## src/rtl/blzu_pkg.sv

```systemverilog
`default_nettype none

package blzu_pkg;

  localparam int unsigned WINDOW_BYTES_DEF = 4096;
  localparam int unsigned BYTE_W           = 8;

  typedef struct packed {
    logic        mode;
    logic [31:0] word;
    logic        last_word;
  } in_req_t;

  typedef struct packed {
    logic [7:0]  out_byte;
    logic        out_valid;
    logic [31:0] position;
    logic        need_word;
    logic [2:0]  status;
  } out_res_t;

  typedef struct packed {
    logic load_req;
    logic word_op;
    logic bit_op;
    logic read_op;
    logic copy_op;
    logic out_load;
  } ctl_cmd_t;

  typedef struct packed {
    logic mode;
    logic halted;
    logic blocked;
    logic phase_copy;
    logic bit_last;
  } ctl_sts_t;

endpackage

`default_nettype wire

```

## src/rtl/blzu_ctrl.sv

```systemverilog
`default_nettype none

module blzu_ctrl (
  input  logic                clk_i,
  input  logic                rst_ni,
  input  logic                in_valid_i,
  output logic                in_stall_o,
  output logic                out_valid_o,
  input  logic                out_stall_i,
  input  blzu_pkg::ctl_sts_t  sts_i,
  output blzu_pkg::ctl_cmd_t  cmd_o
);

  localparam logic [2:0] S_IDLE = 3'd0;
  localparam logic [2:0] S_DISP = 3'd1;
  localparam logic [2:0] S_BIT  = 3'd2;
  localparam logic [2:0] S_RD   = 3'd3;
  localparam logic [2:0] S_FIN  = 3'd4;

  logic [2:0] state_q, state_d;
  logic       out_valid_q, out_valid_d;
  logic       in_acc;

  assign in_stall_o  = (state_q != S_IDLE);
  assign in_acc      = in_valid_i && !in_stall_o;
  assign out_valid_o = out_valid_q;

  always_comb begin
    state_d     = state_q;
    cmd_o       = '0;
    out_valid_d = out_valid_q && out_stall_i;
    case (state_q)
      S_IDLE: begin
        if (in_acc) begin
          cmd_o.load_req = 1'b1;
          state_d        = S_DISP;
        end
      end
      S_DISP: begin
        if (!sts_i.mode) begin
          cmd_o.word_op = 1'b1;
          state_d       = S_FIN;
        end else if (sts_i.halted || sts_i.blocked) begin
          state_d = S_FIN;
        end else begin
          state_d = S_BIT;
        end
      end
      S_BIT: begin
        if (sts_i.phase_copy) begin
          cmd_o.read_op = 1'b1;
          state_d       = S_RD;
        end else begin
          cmd_o.bit_op = 1'b1;
          if (sts_i.bit_last) begin
            state_d = S_FIN;
          end
        end
      end
      S_RD: begin
        cmd_o.copy_op = 1'b1;
        state_d       = S_FIN;
      end
      S_FIN: begin
        if (!out_valid_q || !out_stall_i) begin
          cmd_o.out_load = 1'b1;
          out_valid_d    = 1'b1;
          state_d        = S_IDLE;
        end
      end
      default: begin
        state_d = S_IDLE;
      end
    endcase
  end

  always_ff @(posedge clk_i or negedge rst_ni) begin
    if (!rst_ni) begin
      state_q     <= S_IDLE;
      out_valid_q <= 1'b0;
    end else begin
      state_q     <= state_d;
      out_valid_q <= out_valid_d;
    end
  end

`ifndef SYNTHESIS
  a_copy_after_read: assert property (@(posedge clk_i) disable iff (!rst_ni)
    cmd_o.read_op |=> (state_q == S_RD && cmd_o.copy_op))
    else $error("history copy does not follow its read");

  a_result_once: assert property (@(posedge clk_i) disable iff (!rst_ni)
    (out_valid_o && !out_stall_i && state_q != S_FIN) |=> !out_valid_o)
    else $error("delivered result shown again");

  a_load_sets_valid: assert property (@(posedge clk_i) disable iff (!rst_ni)
    cmd_o.out_load |=> (out_valid_o && state_q == S_IDLE))
    else $error("result load did not present a result");

  a_hold_when_full: assert property (@(posedge clk_i) disable iff (!rst_ni)
    (state_q == S_FIN && out_valid_o && out_stall_i) |=> (state_q == S_FIN))
    else $error("finished request left while output is full");
`endif

endmodule

`default_nettype wire

```

## config.mk

```make
export PLATFORM = sky130hd
export DESIGN_NAME = blzu_ctrl
export DESIGN_NICKNAME = d
export VERILOG_FILES = /design/src/rtl/blzu_pkg.sv /design/src/rtl/blzu_ctrl.sv
export SDC_FILE = /design/constraint.sdc
export NUM_CORES = 1
export LEC_CHECK = 0
export ABC_AREA = 0
export BUFFER_PORTS_ARGS = -buffer_cell sky130_fd_sc_hd__buf_2
export CAP_MARGIN = 20
export CORE_AREA = 2 2 39 41
export DETAILED_ROUTE_END_ITERATION = 12
export DIE_AREA = 0 0 41 43
export MAX_ROUTING_LAYER = met4
export PLACE_DENSITY = 0.52
export SETUP_SLACK_MARGIN = 0.15
export SLEW_MARGIN = 20
export SYNTH_ARGS = -nofsm -noshare
export SYNTH_HDL_FRONTEND = slang
export SYNTH_SLANG_ARGS = --single-unit
```

## constraint.sdc

```tcl
create_clock -name clk_i -period 2.1 [get_ports clk_i]
set_clock_uncertainty 0.2 [all_clocks]
set_input_delay 0.525 -clock clk_i [delete_from_list [all_inputs] [get_ports clk_i]]
set_output_delay 0.525 -clock clk_i [all_outputs]
set_load 0.01 [all_outputs]
```

# After elaboration in Yosys (flattened, before gate mapping)
# Cells that the tools add are included.
[word_totals] register_bits=4 input_bits=9 out_inout_bits=8
[classes] n_eq_ne=7 mux=19 reduce_logical=10
[ops] cell="two-way mux 3 bit" n=6
[ops] cell="one-hot mux 3 bit (5 select lines)" n=1
[ops] cell="two-way mux 1 bit" n=11
[ops] cell="equality test 3 x 2 -> 1 bit (second input constant)" n=2
[ops] cell="inequality test 2 bit (second input constant)" n=2
[ops] cell="equality test 3 x 1 -> 1 bit (second input constant)" n=1
[ops] cell="equality test 3 bit (second input constant)" n=1
[ops] cell="logical NOT 1 bit" n=3
[ops] cell="logical NOT 3 bit" n=1
[ops] cell="inequality test 3 bit (second input constant)" n=1
[ops] cell="AND reduction 3 bit" n=1
[ops] cell="nonzero test 3 bit" n=1
[ops] cell="logical AND 1 bit" n=2
[ops] cell="logical OR 1 bit" n=2
[ops] cell="two-way mux 2 bit" n=1

# Longest topological paths before layout
[depth] ltp_word=5 mapped_depth=4

# Worst setup path after synthesis
# OpenSTA, ideal clock, no wires.
[synth_timing] path_type="register to output" startpoint="register state_q[0]" endpoint="output cmd_o[4] in the netlist's numbering" t_arrival_ns=1.094 required_time_ns=1.375 path_slack_ns=0.281 path_stages_with_launch=4 cell_sequence="dfrtp_1 clkbuf_1 inv_1 nor4_1"
[synth_lines] item="start, declared" line_no="blzu_ctrl.sv:20" text="logic [2:0] state_q, state_d;"
[synth_lines] item="start signal, assigned" line_no="blzu_ctrl.sv:82" text="state_q <= state_d;"
[synth_lines] item="end, declared" line_no="blzu_ctrl.sv:11" text="output blzu_pkg::ctl_cmd_t cmd_o"

# Worst setup path after layout
[layout_timing] startpoint="register state_q[2]" endpoint="output in_stall_o"
[layout_between] elab_chain_cells=1
[layout_rtl] item="nonzero test 3 bit" line_no="blzu_ctrl.sv:24" text="assign in_stall_o = (state_q != S_IDLE);"
[layout_rtl] item="end, declared" line_no="blzu_ctrl.sv:7" text="output logic in_stall_o,"
# Every way passes these cells.

==> impl_metrics.csv <==
group,metric,value,unit
run_status,status,"finished, final reports clean",
logic_synthesis,synth_fp_nets,38,
clock_tree,cts_buffers,3,
power_and_ir_drop,ir_drop,0.2445,mV
die,initial_core_util,18.35,%
timing,fin_setup_tns,0,ns
timing,finalSetupViolCount,0,
timing,fmax,516.8,MHz
die,fp.dieH,43,um
timing,post-route-period-util,92.14,%
die,die_x,41,um
clock_tree,cts.sinks,4,
layout,antennaDiodeCount,0,
drt,drt-wirelength-per-cell,9.371,um
global_routing,grt_pass1_vias,218,
clock_tree,clk_latency,0.23,ns
logic_synthesis,yosysSeqAreaShare,39.41,%
logic_synthesis,synth-seq-cells,4,
power_and_ir_drop,power_density,1031,nW/um^2
worst_setup_path,crit_path_start_kind,"flip-flop",
power_and_ir_drop,power,0.0003975,W
power_and_ir_drop,p_sw,0.0001504,W
layout,areaGrowthSynthToFinish,51.72,%
drt,top_layer_used,"met4",
drt,drt-total-wl,581,um
timing,worstMarginPinSlew,0.2354,ns
worst_setup_path,endpoint_kind,"output port",
power_and_ir_drop,comb_power_share,36.5,%
clock_tree,post-cts-setup-buffers,0,
timing,final-max-slew-violation-count,0,
logic_synthesis,yosys_most_used_dff,"dfrtp_1",
flow_run,maxCapViolCount,0,
timing,rsz0062_at_grt,"yes",
logic_synthesis,synthTopCellsByArea,"dfrtp_1 39%, nor4b_1 6.9%, nor2b_1 4.9%",
clock_tree,cts_tree,"done",
global_routing,grt_pass1_wl,821,um
timing,relSlewSlack,84.08,%
layout,fin_area,385.4,sq um
logic_synthesis,synth_edf_count,0,
power_and_ir_drop,p_int,0.0002471,W
die,ios,17,
drt,drtAntennaViolNets,0,
worst_setup_path,crit_path_max_fanout,10,
layout,nNetsFinal,57,
drt,drc_errors,0,
worst_setup_path,worstSetupPathType,"reg2out",
layout,regArea,103.9,sq um
global_routing,grt_max_degree,12,
die,placeableCoreArea,1384,sq um
layout,layout-drive-gt1-share,50.00,%
logic_synthesis,yosysWarnings,0,
drt,drt_first_pass_iters,2,
worst_hold_path,hold_path_class,"reg2reg",
logic_synthesis,synth_top_area_share,39.41,%
clock_tree,htree_levels,1,
global_routing,track_usage,7.526,%
layout,multiInputGateArea,145.1,sq um
drt,wl_met1,264,um
timing,final.min_clock_period,1.935,ns
placement,place_area,342.8,sq um
logic_synthesis,synthArstFlopShare,100.0,%
power_and_ir_drop,clockPowerShare,23.6,%
logic_synthesis,synth_cell_type_count,19,
global_routing,grt_overflow,0,
placement,io_buffers,16,
drt,viasPerCell,4.403,
drt,wl_met2,268,um
worst_setup_path,worst_ep_required_time,1.37,ns
power_and_ir_drop,p_leak,0.1864,nW
drt,vias,273,
worst_setup_path,arrival,1.21,ns
logic_synthesis,synthTopCellsByCount,"4 x dfrtp_1, 3 x clkbuf_1, 3 x nand2_1",
logic_synthesis,yosysMostFrequentCell,"dfrtp_1",
logic_synthesis,syn-cell-area,254.0,sq um
drt,routed-wl-met3,34,um
logic_synthesis,syn_inst,29,
power_and_ir_drop,p_seq_share,39.9,%
die,rows,14,
placement,gp_routability_congestion,0.6412,
logic_synthesis,avgSynthCellArea,8.758,sq um
power_and_ir_drop,switching_share,37.83,%
global_routing,antenna_found_initial,0,
timing,hold_viol,0,
clock_tree,root_buffer,"clkbuf_4",
layout,fillCellCount,156,
die,die_area,1763,sq um
clock_tree,cts_buffer_depth,2,
drt,drt_iter0_drc,4,
logic_synthesis,yosys.area.top_type,"dfrtp_1",
clock_tree,clkTransAtPathRegs,0.04,ns
[power groups by stage]
stage / Clock (W) / Combinational [W] / Sequential (W)
finish: 0.0000937 / 0.000145 / 0.000159
global route: 0.000104 / 0.000163 / 0.000168
CTS: 0.0000987 / 0.000147 / 0.000157
detailed placement: 0 / 0.000145 / 0.000154
global placement: 0 / 0.000145 / 0.000156
floorplan: 0 / 0.000128 / 0.000116
[sequential cells by signal, summed over array words and instances (netlist names)]
signal	count
state_q	3
out_valid_o	1
[worst paths after layout]
path,startpoint,endpoint,slack [ns],cells past startpoint
setup reg to reg,state_q[1],state_q[2],0.45,3
setup / recovery,state_q[2],in_stall_o,0.16,2
max in group asynchronous,rst_ni,state_q[1],1.14,2
hold reg to reg,out_valid_o,out_valid_o,0.31,2
min in group asynchronous,rst_ni,out_valid_o,0.43,2
hold / removal,out_valid_o,out_valid_o,0.31,2
[per-layer routing]
layer / track usage, % / up-vias
met4: 6.000 / 0
met2: 10.63 / 7
met3: 4.712 / 2
met5: - / -
li1: - / 141
met1: 6.796 / 123
[placed cells by master (no fill, tap or decap)]
cell type      instances
buf_2                 16
nand2_1                3
clkbuf_4               3
dfrtp_2                3
nor2b_1                2
o22ai_1                2
inv_1                  1
nor3b_1                1
nor4b_2                1
or3_1                  1
nor4bb_1               1
nor2_1                 1
a21oi_1                1
nor4_1                 1
nor4b_1                1
mux2i_1                1
nor3_1                 1
or4b_1                 1
a22oi_1                1
nand2b_1               1
and2b_1                1
dlygate4sd3_1          1
dfrtp_1                1
[through the flow]
step | setup slack, ns | hold slack [ns] | cells | utilization (%)
finish | 0.1650 | 0.3079 | 62 | 27.85
global route | 0.1035 | 0.3349 | 62 | 27.85
detailed placement | 0.3026 | 0.1335 | 58 | 24.77
CTS | 0.1570 | 0.3157 | 62 | 27.40
global placement | 0.2997 | 0.1331 | 58 | 24.77
floorplan | 0.2805 | 0.02941 | 29 | -
[kinds of logic after synthesis]
logic type             count (synthesis)  synth area share, %
AO/OA/AOI/OAI                          4                9.851
buffers and inverters                  4                5.910
flip-flops                             4                39.41
multiplexers                           1                3.941
AND/OR/NAND/NOR                       16                40.89
[cell type report]
class | instances | share of cell area (%)
well taps | 16 | 5.195
flip-flops and latches | 4 | 26.95
inverters | 1 | 0.9740
clock buffers | 3 | 5.844
multi-input cells | 21 | 37.66
repair buffers | 17 | 23.38
[repair_timing]
item / in CTS / in global routing
endpoints found under the setup margin: 3 / 5
hold buffers: 1 / 0
endpoints found under the hold margin: 4 / 0
resized for setup: 3 / 1
[worst max-delay path, stage by stage (launching register included)]
cell and delay (ns):
dfrtp_2 0.46, or3_1 0.37, buf_2 0.14
Note: power is estimated with default switching activity, not from simulation.
