### src/rtl/blzu_pkg.sv
`default_nettype none

package blzu_pkg;

  localparam int unsigned WINDOW_BYTES_DEF = 4096;
  localparam int unsigned BYTE_W           = 8;

  typedef struct packed {
    logic        mode;
    logic [31:0] word;
    logic        last_word;
  } in_req_t;

  typedef struct packed {
    logic [7:0]  out_byte;
    logic        out_valid;
    logic [31:0] position;
    logic        need_word;
    logic [2:0]  status;
  } out_res_t;

  typedef struct packed {
    logic load_req;
    logic word_op;
    logic bit_op;
    logic read_op;
    logic copy_op;
    logic out_load;
  } ctl_cmd_t;

  typedef struct packed {
    logic mode;
    logic halted;
    logic blocked;
    logic phase_copy;
    logic bit_last;
  } ctl_sts_t;

endpackage

`default_nettype wire

### src/rtl/blzu_dpath.sv
`default_nettype none

module blzu_dpath #(
  parameter int unsigned WINDOW_BYTES = blzu_pkg::WINDOW_BYTES_DEF,
  localparam int unsigned AW          = $clog2(WINDOW_BYTES)
) (
  input  logic                clk_i,
  input  logic                rst_ni,
  input  blzu_pkg::in_req_t   in_req_i,
  input  blzu_pkg::ctl_cmd_t  cmd_i,
  output blzu_pkg::ctl_sts_t  sts_o,
  output blzu_pkg::out_res_t  out_res_o,
  output logic                ram_we_o,
  output logic [AW-1:0]       ram_waddr_o,
  output logic [7:0]          ram_wdata_o,
  output logic                ram_re_o,
  output logic [AW-1:0]       ram_raddr_o,
  input  logic [7:0]          ram_rdata_i
);

  localparam int unsigned FW = $clog2(WINDOW_BYTES + 1);

  localparam logic [31:0] MARK_BIT = 32'h8000_0000;

  localparam logic [3:0] PH_CMD0   = 4'd0;
  localparam logic [3:0] PH_CMD1   = 4'd1;
  localparam logic [3:0] PH_SEL    = 4'd2;
  localparam logic [3:0] PH_LITN_S = 4'd3;
  localparam logic [3:0] PH_LITN_L = 4'd4;
  localparam logic [3:0] PH_CPYN   = 4'd5;
  localparam logic [3:0] PH_OFF    = 4'd6;
  localparam logic [3:0] PH_LIT    = 4'd7;
  localparam logic [3:0] PH_COPY   = 4'd8;

  localparam logic [2:0] ST_RUN   = 3'd0;
  localparam logic [2:0] ST_OK    = 3'd1;
  localparam logic [2:0] ST_BAD   = 3'd2;
  localparam logic [2:0] ST_EXH   = 3'd3;
  localparam logic [2:0] ST_UNEXP = 3'd4;

  localparam logic [1:0] HDR_DONE = 2'd3;

  blzu_pkg::in_req_t  req_q, req_d;
  blzu_pkg::out_res_t out_q, out_d;

  logic [31:0]   chunk_q, chunk_d;
  logic [31:0]   csum_q, csum_d;
  logic [31:0]   left_q, left_d;
  logic [31:0]   oidx_q, oidx_d;
  logic [1:0]    hdr_q, hdr_d;
  logic [3:0]    phase_q, phase_d;
  logic [11:0]   acc_q, acc_d;
  logic [3:0]    fbl_q, fbl_d;
  logic [8:0]    run_q, run_d;
  logic [11:0]   off_q, off_d;
  logic          ended_q, ended_d;
  logic          fresh_q, fresh_d;
  logic          wait_q, wait_d;
  logic [2:0]    fin_q, fin_d;
  logic [FW-1:0] fill_q, fill_d;
  logic [7:0]    res_byte_q, res_byte_d;
  logic          res_vld_q, res_vld_d;
  logic [31:0]   res_pos_q, res_pos_d;
  logic          res_bad_q, res_bad_d;

  logic          bit_ok;
  logic          bit_val;
  logic [11:0]   acc_n;
  logic [3:0]    fbl_n;
  logic [8:0]    run_dec;
  logic [8:0]    run_new;
  logic          emit_en;
  logic [7:0]    emit_val;
  logic          end_cmd;
  logic          ended_n;
  logic          copy_hit;
  logic [7:0]    copy_val;
  logic          blocked;

  function automatic logic [31:0] f_consume(input logic [31:0] left, input logic [8:0] n);
    f_consume = ({23'd0, n} > left) ? 32'd0 : left - {23'd0, n};
  endfunction

  assign bit_val  = chunk_q[0];
  assign acc_n    = {acc_q[10:0], bit_val};
  assign fbl_n    = fbl_q - 4'd1;
  assign run_dec  = run_q - 9'd1;
  assign blocked  = (hdr_q != HDR_DONE) || wait_q;
  assign copy_hit = (off_q != 12'd0) && (FW'(off_q) <= fill_q);
  assign copy_val = copy_hit ? ram_rdata_i : 8'd0;

  assign sts_o.mode       = req_q.mode;
  assign sts_o.halted     = (fin_q != ST_RUN);
  assign sts_o.blocked    = blocked;
  assign sts_o.phase_copy = (phase_q == PH_COPY);
  assign sts_o.bit_last   = (!fresh_q && (chunk_q[31:1] == 31'd0))
                          || (phase_q == PH_LIT && fbl_q == 4'd1);

  assign ram_we_o    = emit_en;
  assign ram_waddr_o = oidx_q[AW-1:0];
  assign ram_wdata_o = emit_val;
  assign ram_re_o    = cmd_i.read_op;
  assign ram_raddr_o = oidx_q[AW-1:0] + AW'(off_q);

  assign out_res_o = out_q;

  always_comb begin
    req_d      = req_q;
    out_d      = out_q;
    chunk_d    = chunk_q;
    csum_d     = csum_q;
    left_d     = left_q;
    oidx_d     = oidx_q;
    hdr_d      = hdr_q;
    phase_d    = phase_q;
    acc_d      = acc_q;
    fbl_d      = fbl_q;
    run_d      = run_q;
    off_d      = off_q;
    ended_d    = ended_q;
    fresh_d    = fresh_q;
    wait_d     = wait_q;
    fin_d      = fin_q;
    fill_d     = fill_q;
    res_byte_d = res_byte_q;
    res_vld_d  = res_vld_q;
    res_pos_d  = res_pos_q;
    res_bad_d  = res_bad_q;
    bit_ok     = 1'b0;
    run_new    = run_q;
    emit_en    = 1'b0;
    emit_val   = 8'd0;
    end_cmd    = 1'b0;
    ended_n    = ended_q;

    if (cmd_i.load_req) begin
      req_d      = in_req_i;
      res_byte_d = 8'd0;
      res_vld_d  = 1'b0;
      res_pos_d  = 32'd0;
      res_bad_d  = 1'b0;
    end

    if (cmd_i.word_op) begin
      if (fin_q != ST_RUN || !blocked) begin
        res_bad_d = 1'b1;
      end else begin
        case (hdr_q)
          2'd0: begin
            left_d = req_q.word;
            oidx_d = req_q.word - 32'd1;
            hdr_d  = 2'd1;
          end
          2'd1: begin
            csum_d = req_q.word;
            hdr_d  = 2'd2;
          end
          2'd2: begin
            chunk_d = req_q.word;
            csum_d  = csum_q ^ req_q.word;
            fresh_d = 1'b0;
            hdr_d   = HDR_DONE;
          end
          default: begin
            chunk_d = req_q.word;
            csum_d  = csum_q ^ req_q.word;
            fresh_d = 1'b1;
            wait_d  = 1'b0;
          end
        endcase
        ended_n = ended_q | req_q.last_word;
        ended_d = ended_n;
        if (hdr_d != HDR_DONE && ended_n) begin
          fin_d = ST_EXH;
        end
      end
    end

    if (cmd_i.bit_op) begin
      bit_ok = 1'b1;
      if (fresh_q) begin
        chunk_d = MARK_BIT | (chunk_q >> 1);
        fresh_d = 1'b0;
      end else if (chunk_q[31:1] == 31'd0) begin
        bit_ok  = 1'b0;
        chunk_d = 32'd0;
        wait_d  = 1'b1;
        if (ended_q) begin
          wait_d = 1'b0;
          fin_d  = ST_EXH;
        end
      end else begin
        chunk_d = chunk_q >> 1;
      end

      if (bit_ok) begin
        case (phase_q)
          PH_CMD0: begin
            if (bit_val) begin
              acc_d   = 12'd0;
              fbl_d   = 4'd2;
              phase_d = PH_SEL;
            end else begin
              phase_d = PH_CMD1;
            end
          end
          PH_CMD1: begin
            acc_d = 12'd0;
            if (bit_val) begin
              run_d   = 9'd2;
              fbl_d   = 4'd8;
              phase_d = PH_OFF;
            end else begin
              fbl_d   = 4'd3;
              phase_d = PH_LITN_S;
            end
          end
          PH_SEL, PH_LITN_S, PH_LITN_L, PH_CPYN, PH_OFF, PH_LIT: begin
            if (fbl_q == 4'd0 || fbl_q > 4'd12) begin
              phase_d = PH_CMD0;
            end else begin
              acc_d = acc_n;
              fbl_d = fbl_n;
              if (fbl_n == 4'd0) begin
                case (phase_q)
                  PH_SEL: begin
                    acc_d = 12'd0;
                    if (acc_n == 12'd3) begin
                      fbl_d   = 4'd8;
                      phase_d = PH_LITN_L;
                    end else if (acc_n < 12'd2) begin
                      run_d   = {8'd0, acc_n[0]} + 9'd3;
                      fbl_d   = {3'd0, acc_n[0]} + 4'd9;
                      phase_d = PH_OFF;
                    end else begin
                      fbl_d   = 4'd8;
                      phase_d = PH_CPYN;
                    end
                  end
                  PH_CPYN: begin
                    run_d   = {1'b0, acc_n[7:0]} + 9'd1;
                    acc_d   = 12'd0;
                    fbl_d   = 4'd12;
                    phase_d = PH_OFF;
                  end
                  PH_OFF: begin
                    off_d   = acc_n;
                    left_d  = f_consume(left_q, run_q);
                    phase_d = PH_COPY;
                  end
                  PH_LITN_S: begin
                    run_new = {1'b0, acc_n[7:0]} + 9'd1;
                    run_d   = run_new;
                    left_d  = f_consume(left_q, run_new);
                    acc_d   = 12'd0;
                    fbl_d   = 4'd8;
                    phase_d = PH_LIT;
                  end
                  PH_LITN_L: begin
                    run_new = {1'b0, acc_n[7:0]} + 9'd9;
                    run_d   = run_new;
                    left_d  = f_consume(left_q, run_new);
                    acc_d   = 12'd0;
                    fbl_d   = 4'd8;
                    phase_d = PH_LIT;
                  end
                  default: begin
                    emit_en  = 1'b1;
                    emit_val = acc_n[7:0];
                    run_d    = run_dec;
                    if (run_dec == 9'd0) begin
                      end_cmd = 1'b1;
                    end else begin
                      acc_d   = 12'd0;
                      fbl_d   = 4'd8;
                      phase_d = PH_LIT;
                    end
                  end
                endcase
              end
            end
          end
          default: begin
            phase_d = PH_CMD0;
          end
        endcase
      end
    end

    if (cmd_i.copy_op) begin
      emit_en  = 1'b1;
      emit_val = copy_val;
      run_d    = run_dec;
      if (run_dec == 9'd0) begin
        end_cmd = 1'b1;
      end
    end

    if (emit_en) begin
      res_byte_d = emit_val;
      res_vld_d  = 1'b1;
      res_pos_d  = oidx_q;
      oidx_d     = oidx_q - 32'd1;
      if (fill_q != FW'(WINDOW_BYTES)) begin
        fill_d = fill_q + FW'(1);
      end
    end

    if (end_cmd) begin
      phase_d = PH_CMD0;
      if (left_q == 32'd0) begin
        fin_d = (csum_q == 32'd0) ? ST_OK : ST_BAD;
      end
    end

    if (cmd_i.out_load) begin
      out_d.out_byte  = res_byte_q;
      out_d.out_valid = res_vld_q;
      out_d.position  = res_pos_q;
      out_d.need_word = (fin_q == ST_RUN) && blocked;
      out_d.status    = res_bad_q ? ST_UNEXP : fin_q;
    end
  end

  always_ff @(posedge clk_i or negedge rst_ni) begin
    if (!rst_ni) begin
      chunk_q <= 32'd0;
      csum_q  <= 32'd0;
      left_q  <= 32'd0;
      oidx_q  <= 32'd0;
      hdr_q   <= 2'd0;
      phase_q <= PH_CMD0;
      acc_q   <= 12'd0;
      fbl_q   <= 4'd0;
      run_q   <= 9'd0;
      off_q   <= 12'd0;
      ended_q <= 1'b0;
      fresh_q <= 1'b0;
      wait_q  <= 1'b0;
      fin_q   <= ST_RUN;
      fill_q  <= '0;
    end else begin
      chunk_q <= chunk_d;
      csum_q  <= csum_d;
      left_q  <= left_d;
      oidx_q  <= oidx_d;
      hdr_q   <= hdr_d;
      phase_q <= phase_d;
      acc_q   <= acc_d;
      fbl_q   <= fbl_d;
      run_q   <= run_d;
      off_q   <= off_d;
      ended_q <= ended_d;
      fresh_q <= fresh_d;
      wait_q  <= wait_d;
      fin_q   <= fin_d;
      fill_q  <= fill_d;
    end
  end

  always_ff @(posedge clk_i) begin
    req_q      <= req_d;
    out_q      <= out_d;
    res_byte_q <= res_byte_d;
    res_vld_q  <= res_vld_d;
    res_pos_q  <= res_pos_d;
    res_bad_q  <= res_bad_d;
  end

endmodule

`default_nettype wire

### config.mk
export PLATFORM = sky130hd
export DESIGN_NAME = blzu_dpath
export DESIGN_NICKNAME = d
export VERILOG_FILES = /design/src/rtl/blzu_pkg.sv /design/src/rtl/blzu_dpath.sv
export SDC_FILE = /design/constraint.sdc
export NUM_CORES = 1
export LEC_CHECK = 0
export BUFFER_PORTS_ARGS = -buffer_cell sky130_fd_sc_hd__buf_2
export CAP_MARGIN = 20
export CORE_ASPECT_RATIO = 0.75
export CORE_MARGIN = 3
export CORE_UTILIZATION = 50
export DETAILED_ROUTE_END_ITERATION = 12
export GPL_TIMING_DRIVEN = 0
export PLACE_DENSITY = 0.7
export SKIP_LAST_GASP = 1
export SYNTH_ARGS = -nofsm -noshare
export SYNTH_HDL_FRONTEND = slang
export SYNTH_SLANG_ARGS = --single-unit
### constraint.sdc
create_clock -name clk_i -period 9.5 [get_ports clk_i]
set_input_delay 1.425 -clock clk_i [delete_from_list [all_inputs] [get_ports clk_i]]
set_output_delay 1.425 -clock clk_i [all_outputs]
set_load 0.01 [all_outputs]
Word level (Yosys, flattened, before mapping)
Cells that the tools add are included.
Widths: inputs -> output; s select.

cells by class
  add/sub/neg operators = 13
  $lt $le $gt $ge = 6
  equal/unequal tests = 28
  multiplexer cells = 119
  bitwise gates (word level) = 5
  reductions and logical operators = 48

operators by type and width
  operator               count
  $mux 32                22
  $gt 9x32->1            3
  $pmux 32 s3            1
  $sub 32x9->32          3
  $mux 8                 10
  $mux 9                 8
  $logic_not 32->1       2
  $pmux 32 s2            1
  $sub 32x1->32 const B  2
  $mux 4                 13
  $mux 11                4
  $pmux 9 s4             1
  $mux 1                 33
  $pmux 11 s3            1
  $pmux 4 s4             2
  $xor 32x32->32         1
  $logic_not 31->1       1
  $mux 31                1
  $mux 3                 10
  $pmux 4 s3             2
  $pmux 11 s2            1
  $pmux 9 s2             1
  $eq 4x3->1 const B     4
  $reduce_bool 2->1      8
  48 further kinds       84

storage, ports and cells
  register bits after elaboration = 310
  bits of input ports = 50
  output and inout port bits = 84
  word-level logic and storage cells = 246

Longest topological paths before layout
  depth in word-level cells = 17
  depth in mapped cells = 22
  mapped depth without buffers = 19

Worst setup path before layout
Ideal clock, no wire load.

  path kind = input to register
  start = input cmd_i[3] (netlist name)
  end = register oidx_q[28]
  library setup time = 0.119 ns
  arrival time = 5.029 ns
  required time = 9.381 ns
  setup slack = 4.352 ns
  cell stages on the path = 18
  path buffers = 5
  cell sequence = clkbuf_1 > o21a_1 > buf_2 > a31oi_4 > buf_2 > buf_2 > buf_1 > nor2_1 > a21oi_1 > ha_1 > nor4b_1 > nand4_1 > nor4_1 > mux2i_1 > a21oi_1 > nand3_1 > mux2i_1 > o21a_1

on the way
  word-level cells in the longest chain between the ends = 4
  elaborated cells between the ends (all ways) = 7
  classes of those cells = eq/ne (1); mux (3); reduce/logical (3)

RTL lines
  item                                                              line               source
  start: declaration                                                blzu_dpath.sv:10   input blzu_pkg::ctl_cmd_t cmd_i,
  $mux 1 (*)                                                        blzu_dpath.sv:179  if (cmd_i.bit_op) begin
  $mux 1 (*)                                                        blzu_dpath.sv:290  if (cmd_i.copy_op) begin
  $ne 2x2->1 (no line) / $reduce_bool 2->1 (equally long branches)  --
  $reduce_and 3->1 (no line)                                        --
  end signal: assignment                                            blzu_dpath.sv:346  oidx_q <= oidx_d;
  end: declaration                                                  blzu_dpath.sv:49   logic [31:0] oidx_q, oidx_d;

Every way passes the cells marked *; elsewhere a longest branch is shown, timed or not.
A chain may end at the register's enable or synchronous reset.

Worst setup path in the final report
  start = register chunk_q[26]
  end = register oidx_q[28]

on the way
  word-level cells in the longest chain between the ends = 9
  elaborated cells between the ends (all ways) = 12
  classes of those cells = eq/ne (1); mux (7); reduce/logical (4)

RTL lines
  item                                                              line               source
  start: declaration                                                blzu_dpath.sv:46   logic [31:0] chunk_q, chunk_d;
  start signal: assignment                                          blzu_dpath.sv:343  chunk_q <= chunk_d;
  $logic_not 31->1 (*)                                              blzu_dpath.sv:184  end else if (chunk_q[31:1] == 31'd0) begin
  $mux 1 (*)                                                        blzu_dpath.sv:184
  $mux 1 (*)                                                        blzu_dpath.sv:181  if (fresh_q) begin
  $mux 1 (*)                                                        blzu_dpath.sv:179
  $mux 1 (*)                                                        blzu_dpath.sv:196  if (bit_ok) begin
  $mux 1 (*)                                                        blzu_dpath.sv:179
  $mux 1 (*)                                                        blzu_dpath.sv:290
  $ne 2x2->1 (no line) / $reduce_bool 2->1 (equally long branches)  --
  $reduce_and 3->1 (no line)                                        --

Every way passes the cells marked *; elsewhere a longest branch is shown, timed or not. The select of a mux whose other input is x is not followed.

==> results.cfg <==
[run_status]
status = completed

[logic_synthesis]
synth.avg_cell_area_um2 = 9.32
ys_types = 97
async_reset_ff_frac = 0.610
synthCells = 1980
ys_seq_area_frac = 0.452
synth_fp_nets = 2085
synthFlopType = dfrtp_1
yosys_warnings = 0
synth_edf_count = 119
ys_ff_latch = 310
syn-cell-area_mm2 = 0.0184

[worst_setup_path]
cp.arrival_ns = 7.10
worst-path-max-fanout = 10
ff2ff_path_depth = 19
ff2ff_setup_slack_ns = 2.89
required_ns = 9.99
r2r_end = oidx_q[28]
path_class = register to register
worst_setup_path_end_kind = register
startpoint_type = register
r2r_start = chunk_q[26]

[sta]
fmax_mhz = 151
period_share = 0.696
worst_pin_slew_ns = 1.11
fin_skew_ns = 0.0234
slew_violations = 0
slew_headroom = 0.255
grt_setup_unrepaired = no
finalSetupViolCount = 0
tns_ns = 0
hold_viol = 0
finalCriticalPeriod_ns = 6.61

[hold_path]
hold_depth = 0
min_path_type = register to register
hold-path-endpoint = out_res_o[20]
hold_path.startpoint = res_pos_q[16]

[floorplan]
ios = 134
die_y_um = 172
die-area_mm2 = 0.0393
die_w_um = 228
rows = 60
initial_utilization = 0.511
core_mm2 = 0.0361

[final_layout]
area_growth_pct = 13.5
finalNonFillerCells = 2671
drive_above_1_share = 0.130
nets = 2255
fillers = 3202
final_common_cell = nand2_1
antenna_cells = 0
final_cell_mix = nand2_1, dfrtp_1, nor2_1, buf_2, o21ai_0

[clock_network]
cts-root-buf = clkbuf_16
hold_buffers = 0
cts.sinks = 310
post-cts-setup-buffer-count = 0
cts_resized = 0
clk_latency_ns = 0.55
cts_tree = done
path_clk_slew_ns = 0.06
cts_made_buffers = 34
clk_path_buf_depth = 3
h-tree-depth = 2

[place]
dpl.cell_count = 2609
hpwlAfterDp_mm = 42.5
port-buffer-count = 130
place.gp.congestion = 1.00

[detailed_routing]
routed_wirelength_mm = 58.7
drc = 0
wl_per_cell_um = 22.0
viasPerCell = 6.15
antenna_left = 0
dr_total_vias = 16419
dr.pass1.iters = 6
drt-initial-drc-count = 1628

[flow_run]
max_cap_viol_count = 0

[global_routing]
grt_max_degree = 104
overflow = 0
grt_pass1_wl_mm = 89.0
grt_use_total = 0.292
grt_pass1_vias = 15132
grt_antenna_before_repair = 0

[power]
p_leak_nw = 8.44
ir_drop_v = 0.000167
p_per_area_mw_per_mm2 = 282
synth_stat cells, types with 12 or more instances:
cell      instances  area, µm²
a211oi_1         23        173
a21o_1           12       90.1
a21oi_1         108        541
a22o_1           12        105
a22oi_1          15        113
a31oi_1          23        144
and2_1           35        219
and3_1           12       75.1
buf_2            20        100
buf_4            18        135
clkbuf_1         82        308
dfrtp_1         189       4730
edfxtp_1        119       3570
ha_1             52        651
inv_1            68        255
mux2i_1          43        430
nand2_1         246        923
nand2b_1         12       75.1
nand3_1          39        195
nand3b_1         15        113
nand4_1          21        131
nor2_1          150        563
nor2b_1          19        119
nor3_1           57        285
nor4_1           52        325
o21a_1           21        158
o21ai_0         149        746
o22ai_1          15       93.8
or2_2            12       75.1
or3_1            19        119
or4_1            14        105
xnor2_1          66        578
xor2_1           61        534
metrics by stage:
step	setup WS, ns	cell area [µm²]	hold slack [ns]	total power [W]	util
after floorplan	4.35	18400	0.400	0.00369	-
after global placement	2.76	19700	0.402	0.00440	0.546
after detailed placement	2.73	19800	0.405	0.00445	0.548
after CTS	3.24	20900	0.417	0.00585	0.580
after global routing	2.64	20900	0.423	0.00628	0.580
final	2.89	20900	0.409	0.00592	0.580
how the worst max path moves through the flow:
| stage | from | to | slack (ns) | depth (start not counted) |
|---|---|---|---|---|
| floorplan | cmd_i[3] | oidx_q[28] | 4.35 | 18 |
| global placement | cmd_i[3] | oidx_q[28] | 2.76 | 18 |
| detailed placement | cmd_i[3] | oidx_q[28] | 2.73 | 18 |
| CTS | chunk_q[26] | oidx_q[28] | 3.24 | 19 |
| global route | chunk_q[26] | oidx_q[24] | 2.64 | 19 |
| finish | chunk_q[26] | oidx_q[28] | 2.89 | 19 |
power by group:
| group | switching (W) | leakage [nW] | internal (W) | total (W) |
|---|---|---|---|---|
| clock | 0.000574 | 0.552 | 0.000818 | 0.00139 |
| sequential | 0.000336 | 3.55 | 0.00170 | 0.00204 |
| combinational | 0.00154 | 4.34 | 0.000948 | 0.00249 |
| total | 0.00245 | 8.44 | 0.00347 | 0.00592 |
per-layer routing:
metal,vias up,part of all wire,GRT usage
met5,-,0,0
met4,0,0.034,0.100
met1,7887,0.45,0.430
met3,123,0.12,0.0896
met2,879,0.40,0.406
li1,7530,-,-
worst max-delay path, stage by stage, from the launching register on:
cell     delay (ns)
dfrtp_1        0.39
nor4_1         0.44
nand4_1        0.27
o21a_1         0.31
buf_2          0.22
a31oi_4        0.39
buf_2          0.39
buf_2          0.37
buf_1          0.57
nor2_1         0.20
a21oi_1        0.17
ha_1           0.28
nor4b_1        0.72
nand4_1        0.29
nor4_1         0.37
mux2i_1        0.21
a21oi_1        0.41
nand3_1        0.22
mux2i_1        0.19
o21a_1         0.13
cell type report:
class / instances / area [µm²] / share of cell area
flip-flops and latches: 310 / 8340 / 0.398
clock inverters: 16 / 215 / 0.0103
repair buffers: 134 / 713 / 0.0341
clock buffers: 45 / 943 / 0.0450
multi-input cells: 1468 / 9240 / 0.441
inverters: 70 / 263 / 0.0125
well taps: 496 / 621 / 0.0296
plain buffers: 132 / 604 / 0.0289
kinds of logic after synthesis:
group,count (synthesis),synth area share
AO/OA/AOI/OAI,497,0.174
XOR/XNOR,127,0.0603
adder cells (fa/ha/maj),55,0.0385
buffers and inverters,202,0.0470
flip-flops,310,0.452
multiplexers,55,0.0309
AND/OR/NAND/NOR,734,0.197
flip-flops by register name, indices dropped and copies added (netlist names), 12 cells and up:
name and cells:
fill_q 13, req_q 33, out_res_o 45, csum_q 32
oidx_q 32, left_q 32, chunk_q 32, res_pos_q 32
off_q 12
Note: power is estimated with default switching activity, not from simulation.
